## src/design/grid_bilinear_interpolator_defines.svh

```systemverilog
// assertion macros for the grid bilinear interpolator
`ifndef GRID_BILINEAR_INTERPOLATOR_DEFINES_SVH
`define GRID_BILINEAR_INTERPOLATOR_DEFINES_SVH

// same-cycle implication, sampled on clk, off while arst_n is low
`define GBI_ASSERT_IMPL(name, pre, post) \
	name: assert property (@(posedge clk) disable iff (!arst_n) (pre) |-> (post)) \
		else $error("grid interpolator check failed");

// next-cycle implication, sampled on clk, off while arst_n is low
`define GBI_ASSERT_NEXT(name, pre, post) \
	name: assert property (@(posedge clk) disable iff (!arst_n) (pre) |=> (post)) \
		else $error("grid interpolator check failed");

`endif

```

## src/design/gbi_map_axis.sv

```systemverilog
// maps one coordinate into grid units: lower index, upper index, weight, range flag
module gbi_map_axis #(
	parameter int IW = 6
) (
	input  logic                 clk,
	input  logic                 en,
	input  logic signed [31:0]   coord,
	input  logic signed [31:0]   origin,
	input  logic        [31:0]   inv,
	input  logic        [IW-1:0] last,
	output logic        [IW-1:0] idx0,
	output logic        [IW-1:0] idx1,
	output logic        [15:0]   weight,
	output logic                 oor
);

	logic signed [32:0] diff_s1;
	logic        [63:0] prod_s2;
	logic               neg_s2;
	logic        [31:0] whole;
	logic        [31:0] last_ext;
	logic        [IW-1:0] lo_idx;
	logic               out_c;

	always_ff @(posedge clk) begin
		if (en) begin
			diff_s1 <= $signed({coord[31], coord}) - $signed({origin[31], origin});
			prod_s2 <= 64'(diff_s1[31:0]) * 64'(inv);
			neg_s2  <= diff_s1[32];
		end
	end

	// exact compare against the last grid point
	always_comb begin
		whole    = prod_s2[63:32];
		last_ext = 32'(last);
		lo_idx   = whole[IW-1:0];
		out_c    = neg_s2 || (whole > last_ext) ||
			((whole == last_ext) && (prod_s2[31:0] != 32'd0));
	end

	always_ff @(posedge clk) begin
		if (en) begin
			idx0   <= lo_idx;
			idx1   <= (lo_idx != last) ? lo_idx + IW'(1) : lo_idx;
			weight <= prod_s2[31:16];
			oor    <= out_c;
		end
	end

endmodule

```

## config.mk

```make
export PLATFORM = sky130hd
export DESIGN_NAME = gbi_map_axis
export DESIGN_NICKNAME = d
export VERILOG_FILES = /design/src/design/grid_bilinear_interpolator_defines.svh /design/src/design/gbi_map_axis.sv
export SDC_FILE = /design/constraint.sdc
export NUM_CORES = 2
export LEC_CHECK = 0
export BUFFER_PORTS_ARGS = -buffer_cell sky130_fd_sc_hd__buf_2
export CAP_MARGIN = 20
export CORE_MARGIN = 2
export CORE_UTILIZATION = 33
export CTS_BUF_LIST = sky130_fd_sc_hd__clkbuf_16
export DETAILED_ROUTE_END_ITERATION = 16
export GPL_TIMING_DRIVEN = 1
export PLACE_DENSITY = 0.48
export SYNTH_ARGS = -nofsm -noshare
export SYNTH_HDL_FRONTEND = slang
export SYNTH_SLANG_ARGS = --single-unit
```

## constraint.sdc

```tcl
create_clock -name clk -period 13.43 [get_ports clk]
set_input_delay 1.343 -clock clk [delete_from_list [all_inputs] [get_ports clk]]
set_output_delay 1.343 -clock clk [all_outputs]
set_load 0.005 [all_outputs]
```

==> impl_metrics.yaml <==
outcome:
  status: "finished clean"
grt:
  grt_pass1_vias: 30100
  overflow: 0
  grt.total_usage_pct: 18.9
  grt_pass1_wl_um: 176000
  grt_max_degree: 69
  antenna_found_initial: 2
logic_synthesis:
  yosysWarnings: 0
  synthCells: 4154
  netlist_top_cells_count: "929 x inv_1, 897 x fa_1, 597 x and2_1"
  seq_area_frac_synth_pct: 9.70
  synth.distinct_cells: 73
  yosysTopAreaCell: "fa_1"
  ys_ff_latch: 127
  synth.most_common_cell: "inv_1"
  async_reset_ff_share_pct: 0
  syn-cell-area_mm2: 0.0393
  yosys_most_used_dff: "edfxtp_1"
  synth_area_leaders: "fa_1 46%, edfxtp_1 9.7%, ha_1 9.6%, and2_1 9.5%, inv_1 8.9%"
  syn_area_per_cell_um2: 9.46
  synth_top_area_share_pct: 45.7
  synth_nets: 5457
  synth-edff-count: 127
sta:
  setup_slack_ns: 4.54
  totalNegativeSetupSlack_ns: 0
  post-route-min-period_ns: 8.89
  max_slew.worst_pin.slew_ns: 0.922
  skew_ns: 0.0201
  post-route-period-util_pct: 66.2
  clock.fmax_ghz: 0.113
  slew_headroom_pct: 38.6
  hold-worst-slack_ns: 0.461
  slew_viol_final: 0
  rsz0062_at_grt: "no"
  setup_viol: 0
  finalHoldViolCount: 0
detailed_routing:
  first_iter_violations: 1383
  finalWirelength_um: 110000
  first_pass_iters: 7
  final_antenna_net_count: 0
  vias_per_cell: 4.83
  drt_drc_violations_left: 0
  wl_per_cell_um: 19.5
  vias: 27400
clock_tree:
  clock_latency_ns: 0.48
  clkSlewWorstSetupHoldPaths_ns: 0.07
  postCtsSetupRepairBufs: 0
  cts_made_buffers: 17
  clock_path_buffers: 2
  cts.sinks: 127
  clockRootBuffer: "clkbuf_16"
  ctsHoldBuffers: 0
  cts_tree: "yes"
  cts-resized-gates: 0
  htree_levels: 4
worst_setup_path:
  required_ns: 13.63
  critPathLaunchType: "input pin"
  worstSetupEndpointType: "flop"
  critical_path.max_fanout: 32
  critPathArrivalTime_ns: 9.09
  worst-setup-path-type: "input pin to flop"
floorplanning:
  ios: 133
  row_count: 126
  start_util_pct: 33.3
  die_w_um: 349
  die-area_mm2: 0.122
  coreArea_mm2: 0.118
  die-height_um: 349
hold_path:
  min_path_type: "flop to flop"
place:
  io_buffers: 132
  gp_congestion: 0.833
  dp_hpwl_um: 85500
  dp_slack_ns: 4.16
final_layout:
  utilization_pct: 35.5
  area_growth_pct: 6.62
  drive_gt1_share_pct: 5.67
  fin_nets: 5431
  nFillCells: 12200
  antenna_cells: 0
run:
  drv_cap: 0
==> final cells by class <==
class / instances / area [um2] / area share (%)
multi-input combinational: 2882 / 31200 / 74.4
timing repair buffer: 171 / 960 / 2.29
clock buffer: 17 / 425 / 1.01
tap: 1536 / 1920 / 4.58
inverter: 929 / 3490 / 8.32
sequential: 127 / 3810 / 9.10
clock inverter: 15 / 124 / 0.295
==> sequential cells by signal (all words and copies together), names as in the netlist <==
name,cells
idx0,6
diff_s1,33
neg_s2,1
oor,1
idx1,6
prod_s2,64
weight,16
==> per-stage QoR <==
stage                     instances  cell area, um2
after global placement         5645           41400
after detailed placement       5645           41400
after floorplan                4154           39300
after CTS                      5677           41900
after global routing           5677           41900
final                          5677           41900
==> cell families (layout without fill, tap and decap cells) <==
group | Yosys count | in the layout | synth area share, %
compound gates | 322 | 322 | 5.44
xor+xnor | 93 | 93 | 2.07
fa+ha+maj | 1199 | 1199 | 55.3
buf+inv | 1145 | 1132 | 11.0
flops | 127 | 127 | 9.70
mux | 1 | 1 | 0.0286
simple gates | 1267 | 1267 | 16.5
==> cell usage in the layout, fill, tap and decap left out, types with 15 or more instances in the layout <==
cell type | Yosys | routed
inv_1 | 929 | 930
fa_1 | 897 | 897
and2_1 | 597 | 597
nand2_1 | 519 | 519
ha_1 | 302 | 302
buf_2 | 12 | 131
edfxtp_1 | 127 | 127
a21oi_1 | 112 | 112
xnor2_1 | 61 | 61
o21ai_0 | 49 | 49
nor2_1 | 48 | 48
a21o_1 | 45 | 45
buf_4 | 0 | 39
xor2_1 | 32 | 32
nand4_1 | 25 | 25
o21bai_1 | 18 | 18
nand3_1 | 17 | 17
clkbuf_16 | 0 | 17
nor4_1 | 15 | 15
==> metal layers <==
| metal | global-route usage (%) | up-vias | part of all wire, % | routed length, um |
|---|---|---|---|---|
| li1 | - | 12300 | - | - |
| met1 | 23.6 | 14600 | 42 | 45800 |
| met2 | 34.5 | 430 | 53 | 58600 |
| met3 | 1.51 | 120 | 2.5 | 2760 |
| met4 | 5.67 | 0 | 2.9 | 3180 |
| met5 | 0 | - | 0 | 0 |
==> critical path: stages <==
cell and delay [ns]:
buf_2 0.59, nand2_1 0.17, fa_1 0.56, inv_1 0.05, fa_1 0.47, inv_1 0.05
fa_1 0.55, fa_1 0.57, inv_1 0.05, fa_1 0.49, fa_1 0.46, fa_1 0.60
inv_1 0.08, fa_1 0.47, inv_1 0.04, ha_1 0.33, a21oi_1 0.36, nand2_1 0.15
a211o_1 0.29, a21oi_1 0.13, a211oi_1 0.14, o21ai_1 0.39, a31oi_1 0.21, a2111oi_0 0.46
a311oi_1 0.09
==> final timing paths <==
kind | from | depth (start not counted) | slack (ns) | endpoint
max | inv[2] | 25 | 4.54 | prod_s2[61]$_DFFE_PP_
min | prod_s2[21]$_DFFE_PP_ | 0 | 0.46 | weight[5]$_DFFE_PP_
max reg2reg | diff_s1[12]$_DFFE_PP_ | 24 | 5.18 | prod_s2[61]$_DFFE_PP_
min reg2reg | prod_s2[21]$_DFFE_PP_ | 0 | 0.46 | weight[5]$_DFFE_PP_
Power is left out: the tool's default activity adds up to more than one toggle a clock period on the data nets, which glitch-free logic cannot reach.
